File: src/hw/rtl/api_frame_receive_parser_unit_assert.svh
// Assertion macros used by the frame parser core (afrp_core).
`ifndef API_FRAME_RECEIVE_PARSER_UNIT_ASSERT_SVH
`define API_FRAME_RECEIVE_PARSER_UNIT_ASSERT_SVH

// Check a property while out of reset.
`define AFRP_ASSERT(lbl, clk, rst_n, prop) \
    lbl: assert property (@(posedge clk) disable iff (!rst_n) (prop)) \
        else $error("frame parser assertion failed");

// Check a property at every edge, reset included.
`define AFRP_ASSERT_ALWAYS(lbl, clk, prop) \
    lbl: assert property (@(posedge clk) (prop)) \
        else $error("frame parser assertion failed");

`endif

File: src/hw/rtl/afrp_pkg.sv
// Types and constants of the API frame receive parser.
`default_nettype none
package afrp_pkg;

    // Result kinds
    localparam logic [2:0] K_PAYLOAD = 3'd0;
    localparam logic [2:0] K_ACCEPT  = 3'd1;
    localparam logic [2:0] K_BADSUM  = 3'd2;
    localparam logic [2:0] K_ZEROLEN = 3'd3;
    localparam logic [2:0] K_BADID   = 3'd4;
    localparam logic [2:0] K_SHORT   = 3'd5;
    localparam logic [2:0] K_LONG    = 3'd6;

    // Frame constants
    localparam logic [7:0] START_BYTE    = 8'h7E;
    localparam logic [3:0] HEADER_BYTES  = 4'd11;
    localparam logic [7:0] CHECK_BASE    = 8'hFF;
    localparam logic [7:0] FRAME_ID_INIT = 8'd128;
    localparam int         PAYLOAD_LIMIT = 128;

    // One item held in the input register
    typedef struct packed {
        logic       valid;
        logic [7:0] rx_byte;
    } t_item;

    // One result item
    typedef struct packed {
        logic [2:0]  kind;
        logic [7:0]  data;
        logic [6:0]  payload_index;
        logic [63:0] src_address;
        logic [15:0] src_short;
        logic [7:0]  options;
        logic [7:0]  payload_length;
    } t_result;

endpackage
`default_nettype wire

File: src/hw/rtl/api_frame_receive_parser_unit.sv
// Top level of the API frame receive parser.
//
// Input channel: one received serial byte per item on i_rx_byte, handshaked
// by i_in_valid / o_in_ready. Output channel: one result item per payload
// byte (kind 0 with data and index) and one end item per frame giving the
// outcome and the header fields, handshaked by o_out_valid / i_out_ready.
// The receive identifier is written through i_cfg_wr_en / i_cfg_wr_data.
// Throughput is one item per cycle while results are taken: the whole frame
// step is a single pass of logic between the input register and the result register.
// A result item is built by the frame logic from the item in the input
// register and loads into the result register when the core takes that
// item, which waits while the result register is blocked.
// Reset (synchronous, active low) empties both registers, sets the parser
// to hunt for the start byte and restores the identifier to 128.
// When the receiver stalls, the result register holds, the input register
// keeps one more item, and o_in_ready drops until the result is taken.
// Consumers discard payload bytes unless the end item reports accepted.
`default_nettype none
module api_frame_receive_parser_unit
    import afrp_pkg::*;
(
    input  wire logic        i_clk,
    input  wire logic        i_rst_n,
    input  wire logic        i_cfg_wr_en,
    input  wire logic [7:0]  i_cfg_wr_data,
    input  wire logic        i_in_valid,
    output logic             o_in_ready,
    input  wire logic [7:0]  i_rx_byte,
    output logic             o_out_valid,
    input  wire logic        i_out_ready,
    output logic [2:0]       o_kind,
    output logic [7:0]       o_data,
    output logic [6:0]       o_payload_index,
    output logic [63:0]      o_src_address,
    output logic [15:0]      o_src_short,
    output logic [7:0]       o_options,
    output logic [7:0]       o_payload_length
);

    t_item   w_item;
    t_result w_result;
    logic    w_free;

    // Input register
    afrp_in_stage u_in_stage (
        .i_clk      (i_clk),
        .i_rst_n    (i_rst_n),
        .i_in_valid (i_in_valid),
        .o_in_ready (o_in_ready),
        .i_rx_byte  (i_rx_byte),
        .i_free     (w_free),
        .o_item     (w_item)
    );

    // Frame logic and result register
    afrp_core u_core (
        .i_clk         (i_clk),
        .i_rst_n       (i_rst_n),
        .i_cfg_wr_en   (i_cfg_wr_en),
        .i_cfg_wr_data (i_cfg_wr_data),
        .i_item        (w_item),
        .o_free        (w_free),
        .o_out_valid   (o_out_valid),
        .i_out_ready   (i_out_ready),
        .o_result      (w_result)
    );

    // Break the result out onto its ports
    assign o_kind           = w_result.kind;
    assign o_data           = w_result.data;
    assign o_payload_index  = w_result.payload_index;
    assign o_src_address    = w_result.src_address;
    assign o_src_short      = w_result.src_short;
    assign o_options        = w_result.options;
    assign o_payload_length = w_result.payload_length;

endmodule
`default_nettype wire

File: src/hw/rtl/afrp_in_stage.sv
// Input register of the frame parser.
`default_nettype none
module afrp_in_stage
    import afrp_pkg::*;
(
    input  wire logic       i_clk,
    input  wire logic       i_rst_n,
    input  wire logic       i_in_valid,
    output logic            o_in_ready,
    input  wire logic [7:0] i_rx_byte,
    input  wire logic       i_free,
    output t_item           o_item
);

    t_item r_item;
    logic  w_take;

    // Hand the held item on when the core can take it
    assign w_take     = r_item.valid && i_free;
    assign o_in_ready = !r_item.valid || i_free;
    assign o_item     = r_item;

    // Load a new item or drop the consumed one
    always_ff @(posedge i_clk) begin
        if (!i_rst_n) begin
            r_item.valid <= 1'b0;
        end else if (i_in_valid && o_in_ready) begin
            r_item.valid   <= 1'b1;
            r_item.rx_byte <= i_rx_byte;
        end else if (w_take) begin
            r_item.valid <= 1'b0;
        end
    end

endmodule
`default_nettype wire

File: src/hw/rtl/afrp_core.sv
// Frame state machine, checksum and result register of the frame parser.
`default_nettype none
`include "api_frame_receive_parser_unit_assert.svh"
module afrp_core
    import afrp_pkg::*;
(
    input  wire logic       i_clk,
    input  wire logic       i_rst_n,
    input  wire logic       i_cfg_wr_en,
    input  wire logic [7:0] i_cfg_wr_data,
    input  wire t_item      i_item,
    output logic            o_free,
    output logic            o_out_valid,
    input  wire logic       i_out_ready,
    output t_result         o_result
);

    typedef enum logic [2:0] {
        PH_HUNT    = 3'd0,
        PH_LEN_HI  = 3'd1,
        PH_LEN_LO  = 3'd2,
        PH_IDENT   = 3'd3,
        PH_HEADER  = 3'd4,
        PH_PAYLOAD = 3'd5,
        PH_CHECK   = 3'd6
    } t_phase;

    t_phase      r_phase, n_phase;
    logic [15:0] r_len, n_len;
    logic [7:0]  r_sum, n_sum;
    logic [3:0]  r_hcount, n_hcount;
    logic [63:0] r_src_long, n_src_long;
    logic [15:0] r_src_short, n_src_short;
    logic [7:0]  r_options, n_options;
    logic [7:0]  r_pcount, n_pcount;
    logic [7:0]  r_frame_id;
    logic        r_out_valid;
    t_result     r_out, n_out;

    logic        w_take;
    logic        w_end;
    logic        w_payload;
    logic [2:0]  w_kind;
    logic [7:0]  b;

    assign b           = i_item.rx_byte;
    assign o_free      = !r_out_valid || i_out_ready;
    assign w_take      = i_item.valid && o_free;
    assign o_out_valid = r_out_valid;
    assign o_result    = r_out;

    // Advance the frame state by one received byte
    always_comb begin
        n_phase     = r_phase;
        n_len       = r_len;
        n_sum       = r_sum;
        n_hcount    = r_hcount;
        n_src_long  = r_src_long;
        n_src_short = r_src_short;
        n_options   = r_options;
        n_pcount    = r_pcount;
        w_end       = 1'b0;
        w_payload   = 1'b0;
        w_kind      = K_PAYLOAD;
        case (r_phase)
            PH_LEN_HI: begin
                n_len   = {b, 8'h00};
                n_phase = PH_LEN_LO;
            end
            PH_LEN_LO: begin
                n_len = {r_len[15:8], b};
                if (n_len == 16'd0) begin
                    w_end  = 1'b1;
                    w_kind = K_ZEROLEN;
                end else begin
                    n_phase = PH_IDENT;
                end
            end
            PH_IDENT: begin
                n_sum = r_sum + b;
                n_len = r_len - 16'd1;
                if (b != r_frame_id) begin
                    w_end  = 1'b1;
                    w_kind = K_BADID;
                end else if (n_len < {12'd0, HEADER_BYTES}) begin
                    w_end  = 1'b1;
                    w_kind = K_SHORT;
                end else begin
                    n_hcount = 4'd0;
                    n_phase  = PH_HEADER;
                end
            end
            PH_HEADER: begin
                n_sum = r_sum + b;
                // Long address, then short address, then options, MSB first
                if (r_hcount < 4'd8) begin
                    n_src_long = {r_src_long[55:0], b};
                end else if (r_hcount < 4'd10) begin
                    n_src_short = {r_src_short[7:0], b};
                end else begin
                    n_options = b;
                end
                n_hcount = r_hcount + 4'd1;
                if (n_hcount == HEADER_BYTES) begin
                    n_len = r_len - {12'd0, HEADER_BYTES};
                    if (n_len > 16'(PAYLOAD_LIMIT)) begin
                        w_end  = 1'b1;
                        w_kind = K_LONG;
                    end else begin
                        n_pcount = 8'd0;
                        n_phase  = (n_len == 16'd0) ? PH_CHECK : PH_PAYLOAD;
                    end
                end
            end
            PH_PAYLOAD: begin
                n_sum     = r_sum + b;
                w_payload = 1'b1;
                n_pcount  = r_pcount + 8'd1;
                n_len     = r_len - 16'd1;
                if (n_len == 16'd0) begin
                    n_phase = PH_CHECK;
                end
            end
            PH_CHECK: begin
                w_end  = 1'b1;
                w_kind = (b == (CHECK_BASE - r_sum)) ? K_ACCEPT : K_BADSUM;
            end
            default: begin
                // Hunt for the start byte; clear the frame on a match
                if (b == START_BYTE) begin
                    n_sum       = 8'd0;
                    n_hcount    = 4'd0;
                    n_src_long  = 64'd0;
                    n_src_short = 16'd0;
                    n_options   = 8'd0;
                    n_pcount    = 8'd0;
                    n_len       = 16'd0;
                    n_phase     = PH_LEN_HI;
                end else begin
                    n_phase = PH_HUNT;
                end
            end
        endcase
        if (w_end) begin
            n_phase = PH_HUNT;
        end
    end

    // Build the result item
    always_comb begin
        n_out = '0;
        if (w_end) begin
            n_out.kind           = w_kind;
            n_out.src_address    = n_src_long;
            n_out.src_short      = n_src_short;
            n_out.options        = n_options;
            n_out.payload_length = n_pcount;
        end else begin
            n_out.kind          = K_PAYLOAD;
            n_out.data          = b;
            n_out.payload_index = r_pcount[6:0];
        end
    end

    // Hold frame state, the receive identifier and the result register
    always_ff @(posedge i_clk) begin
        if (!i_rst_n) begin
            r_phase     <= PH_HUNT;
            r_len       <= 16'd0;
            r_sum       <= 8'd0;
            r_hcount    <= 4'd0;
            r_src_long  <= 64'd0;
            r_src_short <= 16'd0;
            r_options   <= 8'd0;
            r_pcount    <= 8'd0;
            r_frame_id  <= FRAME_ID_INIT;
            r_out_valid <= 1'b0;
        end else begin
            if (i_cfg_wr_en) begin
                r_frame_id <= i_cfg_wr_data;
            end
            if (w_take) begin
                r_phase     <= n_phase;
                r_len       <= n_len;
                r_sum       <= n_sum;
                r_hcount    <= n_hcount;
                r_src_long  <= n_src_long;
                r_src_short <= n_src_short;
                r_options   <= n_options;
                r_pcount    <= n_pcount;
            end
            if (w_take && (w_end || w_payload)) begin
                r_out_valid <= 1'b1;
                r_out       <= n_out;
            end else if (i_out_ready) begin
                r_out_valid <= 1'b0;
            end
        end
    end

    // The header counter stays inside the header while reading it
    `AFRP_ASSERT(a_hcount_bound, i_clk, i_rst_n,
        (r_phase == PH_HEADER) |-> (r_hcount < HEADER_BYTES))
    // A payload phase always has bytes left, within the limit
    `AFRP_ASSERT(a_payload_left, i_clk, i_rst_n,
        (r_phase == PH_PAYLOAD) |-> ((r_len != 16'd0) && (r_len <= 16'(PAYLOAD_LIMIT))))
    // A blocked result register freezes the frame state
    `AFRP_ASSERT(a_stall_holds, i_clk, i_rst_n,
        (i_item.valid && !o_free) |=> $stable(r_phase))
    // No result is shown right after reset
    `AFRP_ASSERT_ALWAYS(a_reset_empty, i_clk, !i_rst_n |=> !r_out_valid)

endmodule
`default_nettype wire
File: config.mk
export PLATFORM = sky130hd
export DESIGN_NAME = api_frame_receive_parser_unit
export DESIGN_NICKNAME = d
export VERILOG_FILES = /design/src/hw/rtl/afrp_pkg.sv /design/src/hw/rtl/api_frame_receive_parser_unit.sv /design/src/hw/rtl/afrp_in_stage.sv /design/src/hw/rtl/afrp_core.sv
export VERILOG_INCLUDE_DIRS = /design/src /design/src/hw/rtl
export SDC_FILE = /design/constraint.sdc
export NUM_CORES = 1
export LEC_CHECK = 0
export BUFFER_PORTS_ARGS = -buffer_cell sky130_fd_sc_hd__buf_2
export CAP_MARGIN = 20
export CORE_MARGIN = 4
export CORE_UTILIZATION = 35
export DETAILED_ROUTE_END_ITERATION = 6
export MAX_ROUTING_LAYER = met4
export PLACE_DENSITY = 0.49
export RECOVER_POWER = 50
export SYNTH_ARGS = -nofsm -noshare
export SYNTH_HDL_FRONTEND = slang
export SYNTH_SLANG_ARGS = --single-unit
File: constraint.sdc
create_clock -name i_clk -period 9.8 [get_ports i_clk]
set_input_delay 1.96 -clock i_clk [delete_from_list [all_inputs] [get_ports i_clk]]
set_output_delay 1.96 -clock i_clk [all_outputs]
set_load 0.02 [all_outputs]
==> impl_metrics.py <==
metrics = {
    "run_status": {
        "status": "finished with violations",
        "violations": "max-capacitance violations, max-slew violations",
    },
    "grt": {
        "grt_max_degree": 76,
        "use_met3_pct": 2.68,
        "gr-usage-met2_pct": 28.3,
        "grt.busiest_layer": "met2",
        "grt-ovfl-total": 0,
        "grt_pass1_wl_um": 52800,
        "grtUsageTotal_pct": 18.2,
        "grt_pass1_vias": 8995,
        "antenna_found_initial": 0,
        "use_met1_pct": 25.6,
    },
    "route": {
        "dr.pass1.iters": 5,
        "wl_per_cell_um": 19.3,
        "detail_route.vias_per_cell": 5.47,
        "dr_total_vias": 9715,
        "ant_nets": 0,
        "wl_um": 34300,
        "drt_iter0_markers": 1011,
        "route.detailed.drc": 0,
    },
    "sta": {
        "timing.setup.tns_ns": 0,
        "finalSetupViolations": 0,
        "clock-skew-final_ns": 0.00875,
        "rsz0062_at_grt": "no",
        "period_needed_ns": 5.61,
        "max_clock_freq_ghz": 0.178,
        "tightest_slew_ns": 3.09,
        "finalHoldViolCount": 0,
        "relSlewSlack_pct": -106,
        "final_max_slew_viol_count": 120,
        "min_period_over_period_pct": 57.2,
    },
    "finish": {
        "layout_commonest_cell": "nor2_1",
        "final_layout_size_suffix_gt1_share_pct": 6.86,
        "final_nets": 1343,
        "final_cell_mix": "nor2_1, a22oi_1, dfxtp_1, clkbuf_1, edfxtp_1",
        "area_growth_pct": 14.4,
        "antenna_cells": 0,
        "fin_cells": 1775,
    },
    "worst_setup_path": {
        "ff2ff_path_depth": 8,
        "reg2reg_slack_ns": 4.20,
        "r2r_end": "u_core.o_result[28]$_SDFFCE_PN0P_",
        "arrival_ns": 5.76,
        "crit_type": "primary input to register",
        "critPathLaunch": "i_rst_n",
        "start_kind": "primary input",
        "crit_family": "buffers and inverters",
        "crit_top_cell": "clkbuf_1",
        "cp_num_buf_inv": 4,
        "critPathMaxFanout": 75,
        "reg2reg_from": "u_core.r_len[3]$_SDFFE_PN0P_",
        "crit_chain": "clkbuf_1 > clkinvlp_2 > clkbuf_1 > a211oi_4 > buf_4",
        "critPathRequiredTime_ns": 9.95,
        "worstSetupPathDepth": 5,
        "cp-end-kind": "register",
        "worst_path_max_delay_cell": "clkbuf_1",
        "cp-endpoint": "u_core.o_result[28]$_SDFFCE_PN0P_",
        "max_stage_delay_ns": 1.16,
    },
    "place": {
        "place_hpwl_um": 21700,
        "portBuffers": 136,
        "dp.cells": 1721,
        "routabilityCongestion": 0.898,
    },
    "clock_tree": {
        "ctsLongestPathBuffers": 3,
        "cts_setup_buffers": 0,
        "numCtsBuffers": 29,
        "cts.clk_slew.worst_paths_ns": 0.06,
        "cts_max_level": 1,
        "clock_latency_ns": 0.53,
        "cts_tree": "yes",
        "hold_buffers": 0,
        "numClockSinks": 259,
        "ctsResizeCount": 0,
        "cts-root-buf": "clkbuf_16",
    },
    "synthesis": {
        "ys_types": 72,
        "ys.flop_type": "dfxtp_1",
        "synth_top_cell_area_share_pct": 30.6,
        "synthTopCellsByArea": "edfxtp_1, dfxtp_1, a22oi_1, nor2_1, clkbuf_1",
        "syn_area_per_cell_um2": 9.81,
        "ys_async_sr_fraction_pct": 0,
        "yosysTopAreaCell": "edfxtp_1",
        "ys_ff_latch": 259,
        "synth_nets": 1260,
        "synth-edff-count": 122,
        "ys.warnings.count": 0,
        "synthCells": 1222,
        "yosysSeqAreaShare_pct": 53.5,
        "syn_area_um2": 12000,
    },
    "floorplan": {
        "die_area_um2": 37300,
        "design.core.area_um2": 33600,
        "die_x_um": 193,
        "start_util_pct": 35.7,
        "die_h_um": 193,
        "rows": 67,
        "io_pins": 137,
    },
    "min_path": {
        "hp-class": "register to register",
    },
    "flow_run": {
        "cap_violations": 2,
    },
    "pwr": {
        "max-vdd-ir-drop_mv": 0.117,
        "p_per_area_nw_per_um2": 163,
        "p_leak_nw": 4.62,
    },
}
## cell usage after synthesis, types with 3 or more instances
cell / number
o211ai_1: 4
nor3_1: 23
buf_2: 17
a22oi_1: 190
nand4_1: 5
a21o_1: 6
a21boi_0: 3
inv_1: 10
nand3_1: 12
and2_1: 24
clkbuf_1: 80
edfxtp_1: 122
nor2b_1: 5
xnor2_1: 24
a221oi_1: 4
and3_1: 6
o31ai_1: 7
ha_1: 16
or4_1: 7
nand2_1: 45
dfxtp_1: 137
nor2_1: 270
xor2_1: 8
mux2i_1: 15
or3_1: 3
o21bai_1: 3
nand2b_1: 10
a21oi_1: 55
a31oi_1: 4
nor4_1: 4
o21ai_0: 37
a32oi_1: 6
o2bb2ai_1: 3
and4_1: 4
## tightest hold or removal path, delay by kind of cell, from the launching register on
family	cells	cell delay (ns)
flip-flops	1	0.34
AND/OR/NAND/NOR	1	0.06
AO/OA/AOI/OAI	1	0.05
## stage by stage
step	setup WS [ns]	power [mW]	instance area (um2)	util, %	hold slack [ns]
6_report	4.19	2.23	13700	40.8	0.501
5_1_grt	3.82	2.31	13700	40.8	0.534
4_1_cts	4.98	2.27	13900	41.3	0.499
3_5_place_dp	5.01	1.21	13000	38.6	0.491
3_3_place_gp	5.06	1.21	13000	38.6	0.485
2_1_floorplan	2.03	1.19	12000	-	0.464
## cells by family after synthesis
kind of cell | after synthesis | synth area share (%)
buffers and inverters | 112 | 3.84
DFF | 259 | 53.5
adders and majority gates | 17 | 1.84
AOI/OAI and AO/OA | 347 | 20.3
and+or+nand+nor | 437 | 16.7
xor gates and xnor gates | 33 | 2.47
muxes | 17 | 1.44
## registers in the layout, summed over array words and instances, names as in the netlist
register,count
u_core.o_out_valid,1
u_core.o_result,114
u_core.r_frame_id,8
u_core.r_hcount,4
u_core.r_len,16
u_core.r_options,8
u_core.r_pcount,8
u_core.r_phase,3
u_core.r_src_long,64
u_core.r_src_short,16
u_core.r_sum,8
u_in_stage.o_item,9
## final cells by class
class | count | area, um2
clock buffer | 49 | 871
clock inverter | 4 | 51.3
fill | 3424 | 19900
inverter | 10 | 38.8
multi-input combinational | 851 | 5120
sequential | 259 | 6410
tap | 448 | 561
timing repair buffer | 154 | 661
## layer usage
metal | vias to the layer above | wire (um)
li1 | 4658 | -
met1 | 4740 | 16100
met2 | 274 | 15700
met3 | 43 | 1960
met4 | 0 | 578
met5 | - | 0
## power by group
group	switching [mW]	internal (mW)	total, mW
sequential	0.0117	1.13	1.14
combinational	0.0300	0.0144	0.0444
clock	0.422	0.626	1.05
total	0.464	1.77	2.23
## worst min-delay path by stage
stage / startpoint / to / cells after the start
floorplan: u_core.r_frame_id[7]$_SDFFE_PN1P_ / u_core.r_frame_id[7]$_SDFFE_PN1P_ / 2
global placement: u_core.r_sum[7]$_SDFFE_PN0P_ / u_core.r_sum[7]$_SDFFE_PN0P_ / 2
detailed placement: u_core.r_sum[7]$_SDFFE_PN0P_ / u_core.r_sum[7]$_SDFFE_PN0P_ / 2
CTS: u_core.r_sum[7]$_SDFFE_PN0P_ / u_core.r_sum[7]$_SDFFE_PN0P_ / 2
global route: u_core.r_sum[4]$_SDFFE_PN0P_ / u_core.r_sum[4]$_SDFFE_PN0P_ / 2
finish: u_core.r_sum[7]$_SDFFE_PN0P_ / u_core.r_sum[7]$_SDFFE_PN0P_ / 2
(Power assumes the default switching activity.)
